$ cat src/hdl/spmq_pkg.sv
// ----------------------------------------------------------------------------
// spmq_pkg
// Shared types and codes for the strict priority multi-queue scheduler.
// ----------------------------------------------------------------------------
package spmq_pkg;

	// Action codes carried by an input transaction
	localparam logic ACT_ENQUEUE  = 1'b0;
	localparam logic ACT_DISPATCH = 1'b1;

	// Status codes carried by a result transaction
	localparam logic [1:0] ST_ENQUEUED   = 2'd0;
	localparam logic [1:0] ST_DISPATCHED = 2'd1;
	localparam logic [1:0] ST_EMPTY      = 2'd2;

	typedef struct packed {
		logic       action;
		logic [7:0] job_id;
		logic [1:0] job_level;
	} spmq_in_t;

	typedef struct packed {
		logic [1:0] status;
		logic [7:0] out_job;
		logic [1:0] out_level;
	} spmq_out_t;

	// Control sequencer states
	typedef enum logic {
		S_IDLE,
		S_LINK
	} spmq_state_t;

endpackage

$ cat src/hdl/spmq_link_mem.sv
// ----------------------------------------------------------------------------
// spmq_link_mem
// Next-link table: one write port, one read port, registered read data.
// ----------------------------------------------------------------------------
module spmq_link_mem #(
	parameter int DEPTH = 256,
	parameter int WIDTH = 8
) (
	input  logic                     clk,
	input  logic                     wr_en,
	input  logic [$clog2(DEPTH)-1:0] wr_addr,
	input  logic [WIDTH-1:0]         wr_data,
	input  logic                     rd_en,
	input  logic [$clog2(DEPTH)-1:0] rd_addr,
	output logic [WIDTH-1:0]         rd_data
);

	logic [WIDTH-1:0] mem [DEPTH];

	// Write the link entry
	always_ff @(posedge clk) begin
		if (wr_en) begin
			mem[wr_addr] <= wr_data;
		end
	end

	// Read the link entry into the registered read data
	always_ff @(posedge clk) begin
		if (rd_en) begin
			rd_data <= mem[rd_addr];
		end
	end

endmodule

$ cat src/hdl/strict_priority_multi_queue.sv
// Enqueue, nothing-ready and last-job dispatch results appear in the cycle after accept.
// A dispatch that leaves jobs behind shows its result after passing through S_LINK.
// Throughput: one transaction per cycle while the result slot is free or drained; in S_LINK
// none is taken while a dispatch fetches the next level head from the link memory read port.
// Reset clears the occupied flags and the sequencer; the link memory needs no clearing pass.
// Head, tail and link entries hold no reset value and are written before being read.
// ----------------------------------------------------------------------------
// strict_priority_multi_queue
// One linked FIFO per priority level over a shared next-link memory. Enqueue
// appends to the tail of a level; dispatch pops the head of the highest
// occupied level.
// ----------------------------------------------------------------------------
module strict_priority_multi_queue
	import spmq_pkg::*;
#(
	parameter int LEVELS  = 4,
	parameter int JOB_IDS = 256
) (
	input  logic      clk,
	input  logic      arst_n,
	input  logic      in_valid,
	output logic      in_ready,
	input  spmq_in_t  in_data,
	output logic      out_valid,
	input  logic      out_ready,
	output spmq_out_t out_data
);

	localparam int IW = $clog2(JOB_IDS);
	localparam int LW = (LEVELS > 1) ? $clog2(LEVELS) : 1;

	// Reduce a raw id modulo JOB_IDS by restoring subtraction
	function automatic logic [IW-1:0] fold_id(input logic [7:0] raw);
		logic [31:0] r;
		r = {24'd0, raw};
		if (JOB_IDS < 256) begin
			for (int k = 7; k >= 0; k--) begin
				if (r >= (32'(JOB_IDS) << k)) begin
					r = r - (32'(JOB_IDS) << k);
				end
			end
		end
		return IW'(r);
	endfunction

	spmq_state_t state_q, state_d;

	logic [LEVELS-1:0] occ_q;
	logic [IW-1:0]     head_q [LEVELS];
	logic [IW-1:0]     tail_q [LEVELS];
	logic              out_valid_q;
	spmq_out_t         out_data_q;
	logic [LW-1:0]     lvl_s1;
	logic [IW-1:0]     job_s1;

	logic          acc;
	logic          is_disp;
	logic [IW-1:0] enq_id;
	logic [LW-1:0] enq_lvl;
	logic [LW-1:0] hi_lvl;
	logic          any_occ;
	logic [LW-1:0] sel_lvl;
	logic [IW-1:0] head_sel;
	logic [IW-1:0] tail_sel;
	logic          occ_sel;
	logic          need_link;
	logic          last_job;
	logic          link_we;
	logic [IW-1:0] link_rdata;

	// Decode the incoming transaction
	always_comb begin
		acc     = in_valid && in_ready;
		is_disp = (in_data.action == ACT_DISPATCH);
		enq_id  = fold_id(in_data.job_id);
		if (32'(in_data.job_level) >= LEVELS) begin
			enq_lvl = LW'(LEVELS - 1);
		end else begin
			enq_lvl = LW'(in_data.job_level);
		end
	end

	// Find the highest occupied level
	always_comb begin
		hi_lvl  = '0;
		any_occ = 1'b0;
		for (int i = 0; i < LEVELS; i++) begin
			if (occ_q[i]) begin
				hi_lvl  = LW'(i);
				any_occ = 1'b1;
			end
		end
	end

	// Select the level touched by this transaction
	always_comb begin
		sel_lvl   = is_disp ? hi_lvl : enq_lvl;
		head_sel  = head_q[sel_lvl];
		tail_sel  = tail_q[sel_lvl];
		occ_sel   = occ_q[sel_lvl];
		last_job  = (head_sel == tail_sel);
		need_link = acc && is_disp && any_occ && !last_job;
		link_we   = acc && !is_disp && occ_sel;
	end

	spmq_link_mem #(
		.DEPTH (JOB_IDS),
		.WIDTH (IW)
	) u_link_mem (
		.clk     (clk),
		.wr_en   (link_we),
		.wr_addr (tail_sel),
		.wr_data (enq_id),
		.rd_en   (need_link),
		.rd_addr (head_sel),
		.rd_data (link_rdata)
	);

	// Next state
	always_comb begin
		state_d = state_q;
		unique case (state_q)
			S_IDLE: begin
				if (need_link) begin
					state_d = S_LINK;
				end
			end
			S_LINK: begin
				state_d = S_IDLE;
			end
			default: begin
				state_d = S_IDLE;
			end
		endcase
	end

	// Outputs of the sequencer
	always_comb begin
		unique case (state_q)
			S_IDLE:  in_ready = !out_valid_q || out_ready;
			S_LINK:  in_ready = 1'b0;
			default: in_ready = 1'b0;
		endcase
	end

	// Advance control state: sequencer, occupied flags, result valid
	always_ff @(posedge clk or negedge arst_n) begin
		if (!arst_n) begin
			state_q     <= S_IDLE;
			occ_q       <= '0;
			out_valid_q <= 1'b0;
		end else begin
			state_q <= state_d;
			if (acc) begin
				if (!is_disp) begin
					occ_q[sel_lvl] <= 1'b1;
				end else if (any_occ && last_job) begin
					occ_q[sel_lvl] <= 1'b0;
				end
			end
			if ((acc && !need_link) || (state_q == S_LINK)) begin
				out_valid_q <= 1'b1;
			end else if (out_ready) begin
				out_valid_q <= 1'b0;
			end
		end
	end

	// Update heads, tails, pending dispatch and the result register
	always_ff @(posedge clk) begin
		if (acc && !is_disp) begin
			if (!occ_sel) begin
				head_q[sel_lvl] <= enq_id;
			end
			tail_q[sel_lvl] <= enq_id;
		end
		if (need_link) begin
			lvl_s1 <= sel_lvl;
			job_s1 <= head_sel;
		end
		if (state_q == S_LINK) begin
			head_q[lvl_s1] <= link_rdata;
			out_data_q.status    <= ST_DISPATCHED;
			out_data_q.out_job   <= 8'(job_s1);
			out_data_q.out_level <= 2'(lvl_s1);
		end else if (acc && !need_link) begin
			if (!is_disp) begin
				out_data_q.status    <= ST_ENQUEUED;
				out_data_q.out_job   <= '0;
				out_data_q.out_level <= '0;
			end else if (any_occ) begin
				out_data_q.status    <= ST_DISPATCHED;
				out_data_q.out_job   <= 8'(head_sel);
				out_data_q.out_level <= 2'(sel_lvl);
			end else begin
				out_data_q.status    <= ST_EMPTY;
				out_data_q.out_job   <= '0;
				out_data_q.out_level <= '0;
			end
		end
	end

	assign out_valid = out_valid_q;
	assign out_data  = out_data_q;

	// The result slot is free while the link read is in flight
	a_link_slot_free: assert property (@(posedge clk) disable iff (!arst_n)
		state_q == S_LINK |-> !out_valid_q)
		else $error("result slot busy during link fetch");

	// A pending dispatch still owns an occupied level
	a_link_level_occ: assert property (@(posedge clk) disable iff (!arst_n)
		state_q == S_LINK |-> occ_q[lvl_s1])
		else $error("link fetch for an empty level");

	// The link fetch always ends in a dispatched result
	a_link_result: assert property (@(posedge clk) disable iff (!arst_n)
		state_q == S_LINK |=> out_valid_q && out_data_q.status == ST_DISPATCHED)
		else $error("link fetch did not produce a dispatch result");

	// Link writes and link reads never share a cycle
	a_link_excl: assert property (@(posedge clk) disable iff (!arst_n)
		!(link_we && need_link))
		else $error("link write and read in the same cycle");

endmodule
$ cat config.mk
export PLATFORM = sky130hd
export DESIGN_NAME = strict_priority_multi_queue
export DESIGN_NICKNAME = d
export VERILOG_FILES = /design/src/hdl/spmq_pkg.sv /design/src/hdl/spmq_link_mem.sv /design/src/hdl/strict_priority_multi_queue.sv
export SDC_FILE = /design/constraint.sdc
export NUM_CORES = 2
export LEC_CHECK = 0
export BUFFER_PORTS_ARGS = -buffer_cell sky130_fd_sc_hd__buf_2
export CORE_ASPECT_RATIO = 1.25
export CORE_MARGIN = 2
export CORE_UTILIZATION = 45
export CTS_BUF_LIST = sky130_fd_sc_hd__clkbuf_16
export CTS_CLUSTER_SIZE = 14
export DETAILED_ROUTE_END_ITERATION = 6
export MAX_ROUTING_LAYER = met4
export SLEW_MARGIN = 20
export SYNTH_ARGS = -nofsm -noshare
export SYNTH_HDL_FRONTEND = slang
export SYNTH_SLANG_ARGS = --single-unit
$ cat constraint.sdc
create_clock -name clk -period 5.22 [get_ports clk]
set_input_delay 0.261 -clock clk [delete_from_list [all_inputs] [get_ports clk]]
set_output_delay 0.261 -clock clk [all_outputs]
set_load 0.005 [all_outputs]
==> results.sh <==
export IMPL_drcViolationCount=1
export IMPL_slowest_stage="mux2i_1"
export IMPL_async_reset_ff_frac=0.00279
export IMPL_fin_skew_ps=57.1
export IMPL_cts_tree="built"
export IMPL_ant_nets=0
export IMPL_powerDensity_nw_per_um2=489
export IMPL_failed_checks="design-rule violations"
export IMPL_drt_wl_total_um=267000
export IMPL_timing_hold_ws_ps=44.2
export IMPL_clk_pin_slew_ps=60
export IMPL_io_pins=29
export IMPL_worst_slack_ps=136
export IMPL_tightest_slew_ps=1320
export IMPL_cts_inserted_buffers=197
export IMPL_rows=179
export IMPL_critPathArrivalTime_ps=5550
export IMPL_synth_area_um2=86300
export IMPL_cp_required_ps=5690
export IMPL_cp_max_fo=21
export IMPL_place_gp_congestion=0.978
export IMPL_dp_hpwl_um=170000
export IMPL_cp_start_kind="register"
export IMPL_min_path_type="input pin to register"
export IMPL_nFillCells=15900
export IMPL_hold_viol=0
export IMPL_clock_sinks=2148
export IMPL_period_share=0.974
export IMPL_grtUsageTotal=0.277
export IMPL_fin_nets=6347
export IMPL_drtIter0Drc=7567
export IMPL_synth_edf_count=2140
export IMPL_period_needed_ps=5080
export IMPL_grt_pass1_vias=52600
export IMPL_slew_headroom=0.112
export IMPL_drv_cap=0
export IMPL_yosysWarnings=0
export IMPL_final_cell_mix="edfxtp_1, nand2_1, buf_4"
export IMPL_setup_viol=0
export IMPL_status="finished with violations"
export IMPL_ir_drop_uv=418
export IMPL_coreArea_um2=190000
export IMPL_dr_pass1_iters=7
export IMPL_synth_ff_type="edfxtp_1"
export IMPL_synth_cell_types=66
export IMPL_antenna_found_initial=5
export IMPL_insertion_delay_ps=880
export IMPL_max_freq_mhz=197
export IMPL_min_delay_start="in_data[8]"
export IMPL_layout_commonest_cell="edfxtp_1"
export IMPL_syn_nets=6082
export IMPL_critPathMaxStageDelay_ps=990
export IMPL_endpoint_kind="register"
export IMPL_htreeDepth=4
export IMPL_rsz0062_at_grt="false"
export IMPL_drive_gt1_frac=0.123
export IMPL_syn_to_final_growth_pct=13.4
export IMPL_avgViaCountPerCell=6.14
export IMPL_critPathKind="register to register"
export IMPL_dr_total_vias=55400
export IMPL_grt_max_degree=142
export IMPL_synthesis_instances=6067
export IMPL_synth_seq_cells=2148
export IMPL_design_die_area_um2=195000
export IMPL_clk_path_buf_depth=3
export IMPL_grt_pass1_wl_um=379000
export IMPL_die_y_um=493
export IMPL_wl_per_cell_um=29.6
export IMPL_finalMaxSlewViolations=0
export IMPL_die_width_um=396
export IMPL_io_buffer_count=28
export IMPL_grt_overflow_total=0
export IMPL_cts_root_buf="clkbuf_16"
export IMPL_start_util=0.453
export IMPL_cellLeakagePower_nw=33.1
export IMPL_crit_chain="or3b_1 -> nand2_8 -> clkinv_2 -> mux2i_1 -> nor2b_1 -> nand3_1 -> buf_4 -> nor2_1"
export IMPL_synth_seq_area_share=0.747
export IMPL_avgSynthCellArea_um2=14.2
export IMPL_dpl_worst_slack_ps=-29.0
## repair_timing
action                     4_1_cts  5_1_grt
resized for setup                0       12
hold endpoints to repair       231        4
setup buffers                    0        3
setup endpoints to repair        0        6
hold buffers                    11        1
## state kept, by name (all words and copies together), names as in the netlist, named ones only
| signal | cells |
|---|---|
| out_data | 12 |
| out_valid | 1 |
| tail_q | 32 |
| job_s1 | 8 |
| lvl_s1 | 2 |
| state_q | 1 |
| head_q | 32 |
| u_link_mem.mem | 2048 |
| u_link_mem.rd_data | 8 |
## cells in the mapped netlist (all sizes together) (116+ instances only)
library cell / count / share of area
edfxtp: 2140 / 0.75
buf: 284 / 0.017
nand2: 1177 / 0.052
mux2i: 299 / 0.035
nand3: 335 / 0.019
nor2: 313 / 0.014
and3: 209 / 0.015
a311oi: 146 / 0.015
a211oi: 206 / 0.018
clkbuf: 148 / 0.0064
o22ai: 116 / 0.0084
## worst max-delay path, delay by kind of cell (launching register included)
kind,cells,cell delay (ps)
DFF,1,470
muxes,1,990
buffers and inverters,2,670
and+or+nand+nor,5,2520
## logic make-up (layout without fill, tap and decap cells)
logic type      count (synthesis)  in the layout  synth area share
mux                           316            316            0.0370
buf+inv                       450            865            0.0244
simple gates                 2159           2159             0.109
compound gates                986            986            0.0820
xor+xnor                        8              8          0.000812
flops                        2148           2148             0.747
other cells                     0              6                 0
## per-layer routing
metal  up-vias  GRT usage  share of wire  routed length (um)
met5         -          -              0                   0
met4         0      0.117          0.048               12800
met3       541     0.0446          0.088               23500
met2      2847      0.440           0.48              128000
met1     28200      0.354           0.38              102000
li1      23800          -              -                   -
## layout make-up
class | count | area [um2] | area share
Multi-Input combinational cell | 3469 | 19800 | 0.203
Tap cell | 2534 | 3170 | 0.0324
Clock inverter | 147 | 973 | 0.00995
Antenna cell | 6 | 15.0 | 0.000154
Timing Repair Buffer | 498 | 4210 | 0.0431
Sequential cell | 2148 | 64500 | 0.659
Clock buffer | 202 | 5050 | 0.0517
Inverter | 18 | 98.8 | 0.00101
## through the flow
step                cell area, um2  std cells  utilization  total power [mW]  setup TNS (ps)
global placement             91500       8650        0.481              33.9            -995
CTS                          97700       9012        0.513              47.6               0
floorplan                    86300       6067            -              27.8               0
finish                       97800       9022        0.514              47.8               0
detailed placement           91500       8652        0.481              34.1           -30.0
global route                 97800       9018        0.514              49.2               0
## worst paths after layout
check,slack [ps],cells after the start,end
worst max-delay path,140,8,u_link_mem.mem[235][1]
worst min register to register,510,2,out_data[11]
worst max register to register,140,8,u_link_mem.mem[235][1]
min in group asynchronous,370,3,async pin
worst min-delay path,40,1,u_link_mem.mem[7][6]
max in group asynchronous,4600,3,async pin
## power breakdown
part	switching [mW]	leakage, nW	internal (mW)
Combinational	10.6	10.6	4.24
Sequential	0.0799	19.3	19.2
Clock	6.27	3.18	7.50
Total	16.9	33.1	30.9
No activity file was read; power rests on OpenSTA's default activity.
